## config.mk

```make
export PLATFORM = sky130hd
export DESIGN_NAME = multichannel_ima_adpcm_encoder
export DESIGN_NICKNAME = d
export VERILOG_FILES = /design/src/design/imaenc_pkg.sv /design/src/design/multichannel_ima_adpcm_encoder.sv
export SDC_FILE = /design/constraint.sdc
export NUM_CORES = 1
export LEC_CHECK = 0
export BUFFER_PORTS_ARGS = -buffer_cell sky130_fd_sc_hd__buf_2
export CORE_AREA = 2 2 271 273
export DETAILED_ROUTE_END_ITERATION = 12
export DIE_AREA = 0 0 273 275
export GPL_ROUTABILITY_DRIVEN = 1
export RECOVER_POWER = 100
export SETUP_SLACK_MARGIN = 0.02
export SYNTH_ARGS = -nofsm -noshare
export SYNTH_HDL_FRONTEND = slang
export SYNTH_SLANG_ARGS = --single-unit
```

## constraint.sdc

```tcl
create_clock -name clk -period 25.1 [get_ports clk]
set_input_delay 5.02 -clock clk [delete_from_list [all_inputs] [get_ports clk]]
set_output_delay 5.02 -clock clk [all_outputs]
set_load 0.01 [all_outputs]
```

## src/design/imaenc_pkg.sv

```systemverilog
package imaenc_pkg;

    localparam int unsigned MAX_INDEX  = 88;
    localparam int unsigned STEP_COUNT = MAX_INDEX + 1;

    typedef struct packed {
        logic [2:0]  channel;
        logic [11:0] raw_sample;
    } enc_in_t;

    typedef struct packed {
        logic [2:0]         out_channel;
        logic [3:0]         code_nibble;
        logic signed [15:0] predicted_sample;
        logic [6:0]         step_index;
    } enc_out_t;

    localparam logic [15:0] STEP_TABLE [0:STEP_COUNT-1] = '{
        16'd7,     16'd8,     16'd9,     16'd10,    16'd11,    16'd12,    16'd13,
        16'd14,    16'd16,    16'd17,    16'd19,    16'd21,    16'd23,    16'd25,
        16'd28,    16'd31,    16'd34,    16'd37,    16'd41,    16'd45,    16'd50,
        16'd55,    16'd60,    16'd66,    16'd73,    16'd80,    16'd88,    16'd97,
        16'd107,   16'd118,   16'd130,   16'd143,   16'd157,   16'd173,   16'd190,
        16'd209,   16'd230,   16'd253,   16'd279,   16'd307,   16'd337,   16'd371,
        16'd408,   16'd449,   16'd494,   16'd544,   16'd598,   16'd658,   16'd724,
        16'd796,   16'd876,   16'd963,   16'd1060,  16'd1166,  16'd1282,  16'd1411,
        16'd1552,  16'd1707,  16'd1878,  16'd2066,  16'd2272,  16'd2499,  16'd2749,
        16'd3024,  16'd3327,  16'd3660,  16'd4026,  16'd4428,  16'd4871,  16'd5358,
        16'd5894,  16'd6484,  16'd7132,  16'd7845,  16'd8630,  16'd9493,  16'd10442,
        16'd11487, 16'd12635, 16'd13899, 16'd15289, 16'd16818, 16'd18500, 16'd20350,
        16'd22385, 16'd24623, 16'd27086, 16'd29794, 16'd32767
    };

    // index change for a code magnitude
    function automatic logic signed [7:0] index_adjust(input logic [2:0] mag);
        logic signed [7:0] adj;
        begin
            unique case (mag)
                3'd4:    adj = 8'sd2;
                3'd5:    adj = 8'sd4;
                3'd6:    adj = 8'sd6;
                3'd7:    adj = 8'sd8;
                default: adj = -8'sd1;
            endcase
            return adj;
        end
    endfunction

endpackage

```

## src/design/multichannel_ima_adpcm_encoder.sv

```systemverilog
// Channel   Direction  Handshake                    Word
// sample    in         sample_valid / sample_stall  enc_in_t  (channel, raw_sample)
// code      out        code_valid / code_stall      enc_out_t (channel, nibble, predictor, index)
//
// One word per cycle sustained while code_stall is low.
// All encoding sits between the input register and the result register, and the channel
// state is written back at the edge that loads the result, so the next word sees it.
// Reset clears all channel predictors and step indices at once (no clearing pass).
// A stalled result holds; a new sample word is still taken while the input register is free.
module multichannel_ima_adpcm_encoder
    import imaenc_pkg::*;
#(
    parameter int CHANNELS = 8
)
(
    input  logic     clk,
    input  logic     rst_n,
    input  logic     sample_valid,
    output logic     sample_stall,
    input  enc_in_t  sample_word,
    output logic     code_valid,
    input  logic     code_stall,
    output enc_out_t code_word
);

    localparam int CH_W  = (CHANNELS > 1) ? $clog2(CHANNELS) : 1;
    // wide enough for both the channel field and the channel count itself
    localparam int EXT_W = (CH_W + 1 > 3) ? CH_W + 1 : 3;

    // input register
    enc_in_t  s1_word_reg;
    logic     s1_valid_reg;
    logic     s1_valid_next;

    // result register
    enc_out_t out_word_reg;
    logic     out_valid_reg;
    logic     out_valid_next;

    // per-channel state
    logic signed [15:0] pred_store_reg [CHANNELS];
    logic [6:0]         idx_store_reg  [CHANNELS];

    logic out_free;
    logic advance;
    logic load_s1;

    // encoder datapath
    logic [EXT_W-1:0]   ch_ext;
    logic [CH_W-1:0]    addr;
    logic               in_range;
    logic signed [15:0] pred_old;
    logic [6:0]         idx_old;
    logic [6:0]         idx_clip;
    logic [15:0]        step;
    logic [16:0]        step17;
    logic signed [15:0] sample;
    logic signed [16:0] diff;
    logic               neg;
    logic [16:0]        mag;
    logic [16:0]        rem1;
    logic [16:0]        rem2;
    logic               bit2;
    logic               bit1;
    logic               bit0;
    logic [16:0]        diffq;
    logic signed [17:0] pred_sum;
    logic signed [15:0] pred_new;
    logic signed [7:0]  idx_sum;
    logic [6:0]         idx_new;
    logic [3:0]         code;
    enc_out_t           result;

    assign out_free     = !out_valid_reg || !code_stall;
    assign advance      = s1_valid_reg && out_free;
    assign sample_stall = s1_valid_reg && !out_free;
    assign load_s1      = sample_valid && !sample_stall;

    assign code_valid = out_valid_reg;
    assign code_word  = out_word_reg;

    always_comb
    begin
        if (load_s1)
        begin
            s1_valid_next = 1'b1;
        end
        else if (advance)
        begin
            s1_valid_next = 1'b0;
        end
        else
        begin
            s1_valid_next = s1_valid_reg;
        end
        // hold a stalled result, otherwise take whatever the input stage offers
        out_valid_next = out_free ? s1_valid_reg : 1'b1;
    end

    always_comb
    begin
        ch_ext   = EXT_W'(s1_word_reg.channel);
        addr     = ch_ext[CH_W-1:0];
        in_range = (ch_ext < EXT_W'(CHANNELS));

        // channels beyond the store start from a cleared state
        pred_old = in_range ? pred_store_reg[addr] : 16'sd0;
        idx_old  = in_range ? idx_store_reg[addr] : 7'd0;
        idx_clip = (idx_old > 7'(MAX_INDEX)) ? 7'(MAX_INDEX) : idx_old;
        step     = STEP_TABLE[idx_clip];
        step17   = {1'b0, step};

        // raw * 16 - 32768 is the sample with its top bit inverted
        sample = {~s1_word_reg.raw_sample[11], s1_word_reg.raw_sample[10:0], 4'b0000};

        diff = {sample[15], sample} - {pred_old[15], pred_old};
        neg  = diff[16];
        mag  = neg ? 17'(-diff) : 17'(diff);

        // three compare steps of the quantiser; the first two also subtract
        bit2 = (mag >= step17);
        rem1 = bit2 ? (mag - step17) : mag;
        bit1 = (rem1 >= (step17 >> 1));
        rem2 = bit1 ? (rem1 - (step17 >> 1)) : rem1;
        bit0 = (rem2 >= (step17 >> 2));
        code = {neg, bit2, bit1, bit0};

        diffq = (step17 >> 3)
              + (bit2 ? step17 : 17'd0)
              + (bit1 ? (step17 >> 1) : 17'd0)
              + (bit0 ? (step17 >> 2) : 17'd0);

        pred_sum = neg ? ({{2{pred_old[15]}}, pred_old} - $signed({1'b0, diffq}))
                       : ({{2{pred_old[15]}}, pred_old} + $signed({1'b0, diffq}));

        // saturate when the top three bits disagree
        if (pred_sum[17:15] == 3'b000 || pred_sum[17:15] == 3'b111)
        begin
            pred_new = pred_sum[15:0];
        end
        else if (pred_sum[17])
        begin
            pred_new = 16'sh8000;
        end
        else
        begin
            pred_new = 16'sh7fff;
        end

        idx_sum = $signed({1'b0, idx_clip}) + index_adjust(code[2:0]);
        if (idx_sum < 8'sd0)
        begin
            idx_new = 7'd0;
        end
        else if (idx_sum > 8'(MAX_INDEX))
        begin
            idx_new = 7'(MAX_INDEX);
        end
        else
        begin
            idx_new = idx_sum[6:0];
        end

        result.out_channel      = s1_word_reg.channel;
        result.code_nibble      = code;
        result.predicted_sample = pred_new;
        result.step_index       = idx_new;
    end

    always_ff @(posedge clk or negedge rst_n)
    begin
        if (!rst_n)
        begin
            s1_valid_reg  <= 1'b0;
            out_valid_reg <= 1'b0;
        end
        else
        begin
            s1_valid_reg  <= s1_valid_next;
            out_valid_reg <= out_valid_next;
        end
    end

    // payload registers: advance on handshake, hold otherwise
    always_ff @(posedge clk)
    begin
        if (load_s1)
        begin
            s1_word_reg <= sample_word;
        end
        if (advance)
        begin
            out_word_reg <= result;
        end
    end

    // write back the channel state together with the result
    always_ff @(posedge clk or negedge rst_n)
    begin
        if (!rst_n)
        begin
            for (int i = 0; i < CHANNELS; i++)
            begin
                pred_store_reg[i] <= 16'sd0;
                idx_store_reg[i]  <= 7'd0;
            end
        end
        else if (advance && in_range)
        begin
            pred_store_reg[addr] <= pred_new;
            idx_store_reg[addr]  <= idx_new;
        end
    end

endmodule
```

==> results.sh, run 1 <==
export IMPL_ant_nets=0
export IMPL_synth_warnings=0
export IMPL_io_pins=51
export IMPL_rows=99
export IMPL_netlist_area_mm2=0.0179
export IMPL_status="finished, violations left"
export IMPL_cp_buffers_inverters=9
export IMPL_finalCritPeriodShare_pct=89.3
export IMPL_max_freq_mhz=44.6
export IMPL_post_cts_resized=0
export IMPL_grt_pass1_vias=14400
export IMPL_grt_pass1_wl_um=82300
export IMPL_ys_async_sr_fraction_pct=80.5
export IMPL_synth_common_cells="309 x nand2_1, 231 x o21ai_0, 186 x dfrtp_1"
export IMPL_violations="max-capacitance violations, max-slew violations"
export IMPL_largest_reg_flops=128
export IMPL_ys_types=118
export IMPL_fin_nets=2207
export IMPL_drc_errors=0
export IMPL_fp_dieArea_mm2=0.0751
export IMPL_clock_latency_ns=0.54
export IMPL_area_delta_synth_final_pct=11.3
export IMPL_cpMostUsedCell="a21o_1"
export IMPL_final_cells=3029
export IMPL_required_ns=25.54
export IMPL_port_buffer_count=50
export IMPL_cts_tree="built"
export IMPL_worst_setup_path_end_kind="flop"
export IMPL_drt_first_pass_iters=5
export IMPL_clk_root_buffer_cell="clkbuf_16"
export IMPL_synth_seq_cells=231
export IMPL_initial_core_util_pct=24.7
export IMPL_path_max_fanout=35
export IMPL_die_h_um=275
export IMPL_synth_area_top_cells="dfrtp_1 26%, edfxtp_1 7.6%, ha_1 7.6%"
export IMPL_synthDominantCellAreaShare_pct=26.1
export IMPL_cpLargestDelayFamily="compound AO/OA/AOI/OAI gates"
export IMPL_synthCells=2051
export IMPL_setup_violations=0
export IMPL_antenna_found_initial=1
export IMPL_synth_fp_nets=2207
export IMPL_wl_per_cell_um=17.1
export IMPL_grt_util_all_layers_pct=13.6
export IMPL_skew_ns=0.0180
export IMPL_cp_slowest_cell="clkbuf_1"
export IMPL_viasPerCell=4.89
export IMPL_grt_setup_unrepaired="false"
export IMPL_post_cts_setup_buffers=0
export IMPL_synth_most_common_cell="nand2_1"
export IMPL_ff_latch_area_mm2=0.00601
export IMPL_synth_largest_area_cell="dfrtp_1"
export IMPL_nFillCells=7866
export IMPL_synth_top_flop_cell="dfrtp_1"
export IMPL_startpoint_type="flop"
export IMPL_slew_viol_final=220
export IMPL_diodes=0
export IMPL_drv_cap=3
export IMPL_synth_edf_count=45
export IMPL_vias=14800
export IMPL_hold_viol_final=0
export IMPL_first_iter_violations=990
export IMPL_slew_limit_headroom_pct=-338
export IMPL_crit_path_max_incr_delay_ns=1.07
export IMPL_cp_arrival_ns=22.85
export IMPL_grt_max_degree=125
export IMPL_hp_class="reg -> reg"
export IMPL_path_clk_slew_ns=0.06
export IMPL_multi_input_area_mm2=0.0109
export IMPL_tightest_slew_ns=6.57
export IMPL_cts_htree_levels=1
export IMPL_synth_avg_cell_area_um2=8.71
export IMPL_cts_buffer_depth=3
export IMPL_grt_ovfl_total=0
export IMPL_die_width_um=273
export IMPL_period_minus_slack_ns=22.41
export IMPL_fin_tns_setup_ns=0
export IMPL_place_inst=2981
export IMPL_routed_wl_um=51700
export IMPL_layout_drive_gt1_share_pct=9.47
export IMPL_coreArea_mm2=0.0723
export IMPL_cts_sinks=231
export IMPL_numCtsBuffers=27
export IMPL_ctsHoldBuffers=0
export IMPL_dp_hpwl_um=37300
export IMPL_path_class="reg -> reg"
export IMPL_hold_slack_ns=0.473
export IMPL_gp_congestion=0.898
export IMPL_ys_seq_area_share_pct=33.6
[kinds of logic after synthesis]
logic type | synth area share (%)
AO/OA/AOI/OAI | 22.3
buffers and inverters | 5.10
AND/OR/NAND/NOR | 17.7
multiplexers | 6.05
flip-flops | 33.6
adder cells (fa/ha/maj) | 10.8
XOR/XNOR | 4.41
[per-layer routing]
layer | vias up | GRT usage [%] | part of all wire, %
li1 | 7289 | - | -
met3 | 79 | 1.92 | 5.2
met5 | - | 0 | 0
met1 | 7026 | 18.8 | 47
met4 | 0 | 3.01 | 2.1
met2 | 432 | 22.6 | 46
[layout make-up]
| type | count | area share [%] |
|---|---|---|
| multi-input cells | 1598 | 54.9 |
| flip-flops and latches | 231 | 30.2 |
| well taps | 959 | 6.04 |
| clock buffers | 39 | 4.04 |
| inverters | 113 | 2.15 |
| repair buffers | 80 | 2.12 |
| clock inverters | 9 | 0.523 |
[worst min-delay path, cell delays in order (launching register included)]
cell and delay (ns):
dfrtp_1 0.33, nand2_1 0.04, o21ai_0 0.06
[cells in the final DEF, fill, tap and decap left out, types with 22 or more instances in the layout]
master and instances:
ha_1 108, fa_1 29, buf_4 27, o21ai_0 250, clkbuf_16 28, clkbuf_1 42, nor2_1 137, edfxtp_1 45
a21o_1 34, nor3_1 27, mux2i_1 35, mux4_2 22, xnor2_1 56, nand3_1 28, dfrtp_1 186, nand2_1 309
xor2_1 32, inv_1 103, nand2b_1 24, a21oi_1 112
[final timing paths]
path / startpoint / end / slack [ns] / cells after the start
worst min-delay path: pred_store_reg[12] / pred_store_reg[12] / 0.47 / 2
min in group asynchronous: rst_n / pred_store_reg[28] / 6.96 / 1
worst max register to register: addr[2] / pred_store_reg[64] / 2.69 / 85
max in group asynchronous: rst_n / pred_store_reg[115] / 12.76 / 2
worst max-delay path: addr[2] / pred_store_reg[64] / 2.69 / 85
worst min register to register: pred_store_reg[12] / pred_store_reg[12] / 0.47 / 2
[metrics by stage]
stage / area (um^2) / utilization [%] / setup slack, ns
6_report: 19900 / 27.5 / 2.69
4_1_cts: 20000 / 27.6 / 3.62
5_1_grt: 19900 / 27.5 / 0.858
2_1_floorplan: 17900 / - / 6.75
3_3_place_gp: 19100 / 26.3 / 3.75
3_5_place_dp: 19100 / 26.3 / 3.69
Power of run 1 is left out: the tool's default activity adds up to more than one toggle a clock period on the data nets, which glitch-free logic cannot reach.
==> inputs of run 2 (changes only) <==
Settings changed: RECOVER_POWER 100 to default.
==> results.sh, run 2 (synthesis gave the netlist of run 1 again) <==
export IMPL_grt_max_degree=125
export IMPL_ctsHoldBuffers=0
export IMPL_worst_setup_path_end_kind="flop"
export IMPL_viasPerCell=4.89
export IMPL_rr_worst_depth=84
export IMPL_routed_wl_um=51700
export IMPL_max_freq_mhz=46.2
export IMPL_grt_ovfl_total=0
export IMPL_path_clk_slew_ns=0.06
export IMPL_initial_core_util_pct=24.7
export IMPL_hold_start="idx_store_reg[30]"
export IMPL_skew_ns=0.0184
export IMPL_pre_cts_ws_ns=3.69
export IMPL_first_iter_violations=1031
export IMPL_drv_cap=0
export IMPL_dp_hpwl_um=37300
export IMPL_hold_viol_final=0
export IMPL_whs_path_depth=2
export IMPL_area_delta_synth_final_pct=11.8
export IMPL_diodes=0
export IMPL_coreArea_mm2=0.0723
export IMPL_grt_pass1_wl_um=82300
export IMPL_r2r_slack_ns=3.46
export IMPL_layout_common_cells="309 x nand2_1, 231 x o21ai_0, 186 x dfrtp_1"
export IMPL_slew_viol_final=0
export IMPL_vias=14800
export IMPL_status="complete, no violations"
export IMPL_cts_htree_levels=1
export IMPL_grt_util_all_layers_pct=13.6
export IMPL_cts_sinks=231
export IMPL_cpMostUsedCell="a21o_1"
export IMPL_grt_setup_unrepaired="false"
export IMPL_r2r_end="pred_store_reg[64]"
export IMPL_gp_congestion=0.898
export IMPL_cp_arrival_ns=22.08
export IMPL_finalCritPeriodShare_pct=86.2
export IMPL_tightest_slew_ns=1.23
export IMPL_hp_class="reg -> reg"
export IMPL_drt_first_pass_iters=6
export IMPL_crit_path_max_incr_delay_ns=0.71
export IMPL_clk_root_buffer_cell="clkbuf_16"
export IMPL_clock_latency_ns=0.54
export IMPL_ant_nets=0
export IMPL_multi_input_area_mm2=0.0109
export IMPL_rows=99
export IMPL_die_h_um=275
export IMPL_setup_violations=0
export IMPL_numCtsBuffers=27
export IMPL_reg2reg_from="addr[1]"
export IMPL_nFillCells=7854
export IMPL_cts_buffer_depth=3
export IMPL_fin_ws_ns=3.46
export IMPL_path_max_fanout=50
export IMPL_post_cts_resized=0
export IMPL_layout_drive_gt1_share_pct=11.7
export IMPL_fin_nets=2207
export IMPL_largest_reg_flops=128
export IMPL_required_ns=25.54
export IMPL_io_pins=51
export IMPL_fin_tns_setup_ns=0
export IMPL_cts_tree="built"
export IMPL_mostFrequentLayoutCell="nand2_1"
export IMPL_grt_pass1_vias=14400
export IMPL_port_buffer_count=50
export IMPL_min_to="idx_store_reg[30]"
export IMPL_startpoint_type="flop"
export IMPL_path_class="reg -> reg"
export IMPL_post_cts_setup_buffers=0
export IMPL_slew_limit_headroom_pct=17.5
export IMPL_ff_latch_area_mm2=0.00601
export IMPL_period_minus_slack_ns=21.64
export IMPL_wl_per_cell_um=17.1
export IMPL_antenna_found_initial=1
export IMPL_drc_errors=0
export IMPL_fp_dieArea_mm2=0.0751
export IMPL_die_width_um=273
export IMPL_cp_slowest_cell="and2_1"
export IMPL_final_util_pct=27.6
## run 2: changes by cell type in the layout (fill, tap and decap cells not counted), sizes merged
| cell | previous run | this run |
|---|---|---|
| buf | 43 | 79 |
| clkbuf | 76 | 40 |
## run 2: through the flow
stage,area (um^2),instances,hold WS [ns]
3_3_place_gp,19100,2981,0.456
2_1_floorplan,17900,2051,0.424
5_1_grt,20000,3029,0.499
3_5_place_dp,19100,2981,0.462
4_1_cts,20000,3029,0.476
6_report,20000,3029,0.471
## run 2: final cells by class
| type | count | area share [%] |
|---|---|---|
| clock buffers | 39 | 4.02 |
| clock inverters | 9 | 0.520 |
| multi-input cells | 1598 | 54.8 |
| flip-flops and latches | 231 | 30.1 |
| well taps | 959 | 6.01 |
| repair buffers | 80 | 2.43 |
| inverters | 113 | 2.14 |
## run 2: worst max path at each step
| stage | end | cells past startpoint | startpoint |
|---|---|---|---|
| 2_1_floorplan | pred_store_reg[102] | 90 | addr[1] |
| 3_3_place_gp | pred_store_reg[33] | 82 | addr[1] |
| 3_5_place_dp | pred_store_reg[64] | 84 | addr[1] |
| 4_1_cts | pred_store_reg[33] | 83 | addr[1] |
| 5_1_grt | pred_store_reg[65] | 84 | addr[1] |
| 6_report | pred_store_reg[64] | 84 | addr[1] |
## run 2: layer usage
layer	GRT usage (%)	vias to the layer above	wire length, um
li1	-	7286	-
met1	18.8	7003	24000
met2	22.6	436	23900
met3	1.92	78	2650
met4	3.01	0	1090
met5	0	-	0
## run 2: critical path, delay by kind of cell, from the launching register on
| kind | cells | cell delay (ns) |
|---|---|---|
| simple gates | 21 | 4.62 |
| mux | 5 | 1.78 |
| buf+inv | 9 | 3.25 |
| xor+xnor | 4 | 1.09 |
| compound gates | 38 | 8.28 |
| fa+ha+maj | 7 | 2.12 |
| flops | 1 | 0.32 |
Power of run 2 is left out for the same reason.
==> inputs of run 3 (changes only) <==
Settings changed: CORE_AREA 2 2 271 273 to 2 2 349 213, DIE_AREA 0 0 273 275 to 0 0 351 215.
==> results.sh, run 3 (synthesis gave the netlist of run 1 again) <==
export IMPL_cts_htree_levels=1
export IMPL_antenna_found_initial=0
export IMPL_io_pins=51
export IMPL_rows=77
export IMPL_worst_setup_path_end_kind="flop"
export IMPL_numCtsBuffers=23
export IMPL_final_util_pct=27.4
export IMPL_dp_hpwl_um=41100
export IMPL_grt_max_degree=118
export IMPL_fin_nets=2211
export IMPL_routed_wl_um=55500
export IMPL_post_cts_resized=0
export IMPL_fin_tns_setup_ns=0
export IMPL_drc_errors=0
export IMPL_skew_ns=0.0300
export IMPL_fin_ws_ns=3.24
export IMPL_drt_first_pass_iters=5
export IMPL_mostFrequentLayoutCell="nand2_1"
export IMPL_status="complete, no violations"
export IMPL_largest_reg_flops=128
export IMPL_layout_drive_gt1_share_pct=11.6
export IMPL_grt_setup_unrepaired="false"
export IMPL_fp_dieArea_mm2=0.0755
export IMPL_vias=15300
export IMPL_period_minus_slack_ns=21.86
export IMPL_path_clk_slew_ns=0.08
export IMPL_area_delta_synth_final_pct=11.2
export IMPL_grt_pass1_vias=14200
export IMPL_hold_viol_final=0
export IMPL_initial_core_util_pct=24.6
export IMPL_cp_slowest_cell="and2_1"
export IMPL_port_buffer_count=50
export IMPL_ant_nets=0
export IMPL_cp_arrival_ns=22.33
export IMPL_post_cts_setup_buffers=0
export IMPL_tightest_slew_ns=1.04
export IMPL_slew_viol_final=0
export IMPL_die_h_um=215
export IMPL_die_width_um=351
export IMPL_gp_congestion=0.936
export IMPL_path_max_fanout=35
export IMPL_cpMostUsedCell="a21o_1"
export IMPL_cpLargestDelayFamily="compound AO/OA/AOI/OAI gates"
export IMPL_first_iter_violations=1691
export IMPL_clk_root_buffer_cell="clkbuf_16"
export IMPL_coreArea_mm2=0.0725
export IMPL_startpoint_type="flop"
export IMPL_setup_violations=0
export IMPL_drv_cap=0
export IMPL_max_freq_mhz=45.7
export IMPL_slew_limit_headroom_pct=30.2
export IMPL_path_class="reg -> reg"
export IMPL_layout_common_cells="309 x nand2_1, 231 x o21ai_0, 186 x dfrtp_1"
export IMPL_grt_ovfl_total=0
export IMPL_viasPerCell=5.00
export IMPL_hold_slack_ns=0.481
export IMPL_pre_cts_ws_ns=3.67
export IMPL_crit_path_max_incr_delay_ns=0.78
export IMPL_ctsHoldBuffers=0
export IMPL_grt_pass1_wl_um=86700
export IMPL_grt_util_all_layers_pct=14.6
export IMPL_cts_sinks=231
export IMPL_cts_buffer_depth=3
export IMPL_hp_class="reg -> reg"
export IMPL_clock_latency_ns=0.56
export IMPL_cts_tree="built"
export IMPL_required_ns=25.57
export IMPL_finalCritPeriodShare_pct=87.1
export IMPL_cp_buffers_inverters=8
export IMPL_wl_per_cell_um=18.2
[run 3: cell types whose count changed in the layout (fill, tap and decap cells not counted), moves of 2 or more]
cell and delta:
clkbuf_8 -5, clkbuf_16 -4, buf_4 +8, clkbuf_1 +3
bufinv_16 -2
[run 3: layout make-up]
type	count	area, um^2
repair buffers	88	544
diodes	1	2.50
multi-input cells	1598	10900
clock buffers	33	644
inverters	113	427
fillers	7808	52700
well taps	987	1230
clock inverters	8	52.6
flip-flops and latches	231	6010
[run 3: final timing paths]
path                                    startpoint                   to  slack (ns)  cells after the start
min in group asynchronous                    rst_n    idx_store_reg[50]        4.60                      1
worst max-delay path                       addr[2]   pred_store_reg[49]        3.24                     84
worst min-delay path            pred_store_reg[85]   pred_store_reg[85]        0.48                      2
max in group asynchronous                    rst_n  pred_store_reg[125]       18.94                      2
worst max register to register             addr[2]   pred_store_reg[49]        3.24                     84
worst min register to register  pred_store_reg[85]   pred_store_reg[85]        0.48                      2
[run 3: per-layer routing]
metal | vias to the layer above | wire length [um] | global-route usage (%) | share of wire (%)
met5 | - | 0 | 0 | 0
met4 | 0 | 492 | 1.50 | 0.89
met3 | 38 | 5990 | 4.85 | 11
met2 | 631 | 20800 | 18.6 | 37
met1 | 7314 | 28300 | 23.6 | 51
li1 | 7315 | - | - | -
[run 3: metrics by stage]
step	std cells	instance area [um^2]
detailed placement	3017	19200
global placement	3017	19200
finish	3059	19900
global route	3058	19900
CTS	3058	19900
floorplan	2051	17900
[run 3: worst min-delay path, stage by stage (launching register included)]
cell     delay, ns
dfrtp_1       0.34
nand2_1       0.04
o21ai_0       0.06
Power of run 3 is left out for the same reason.
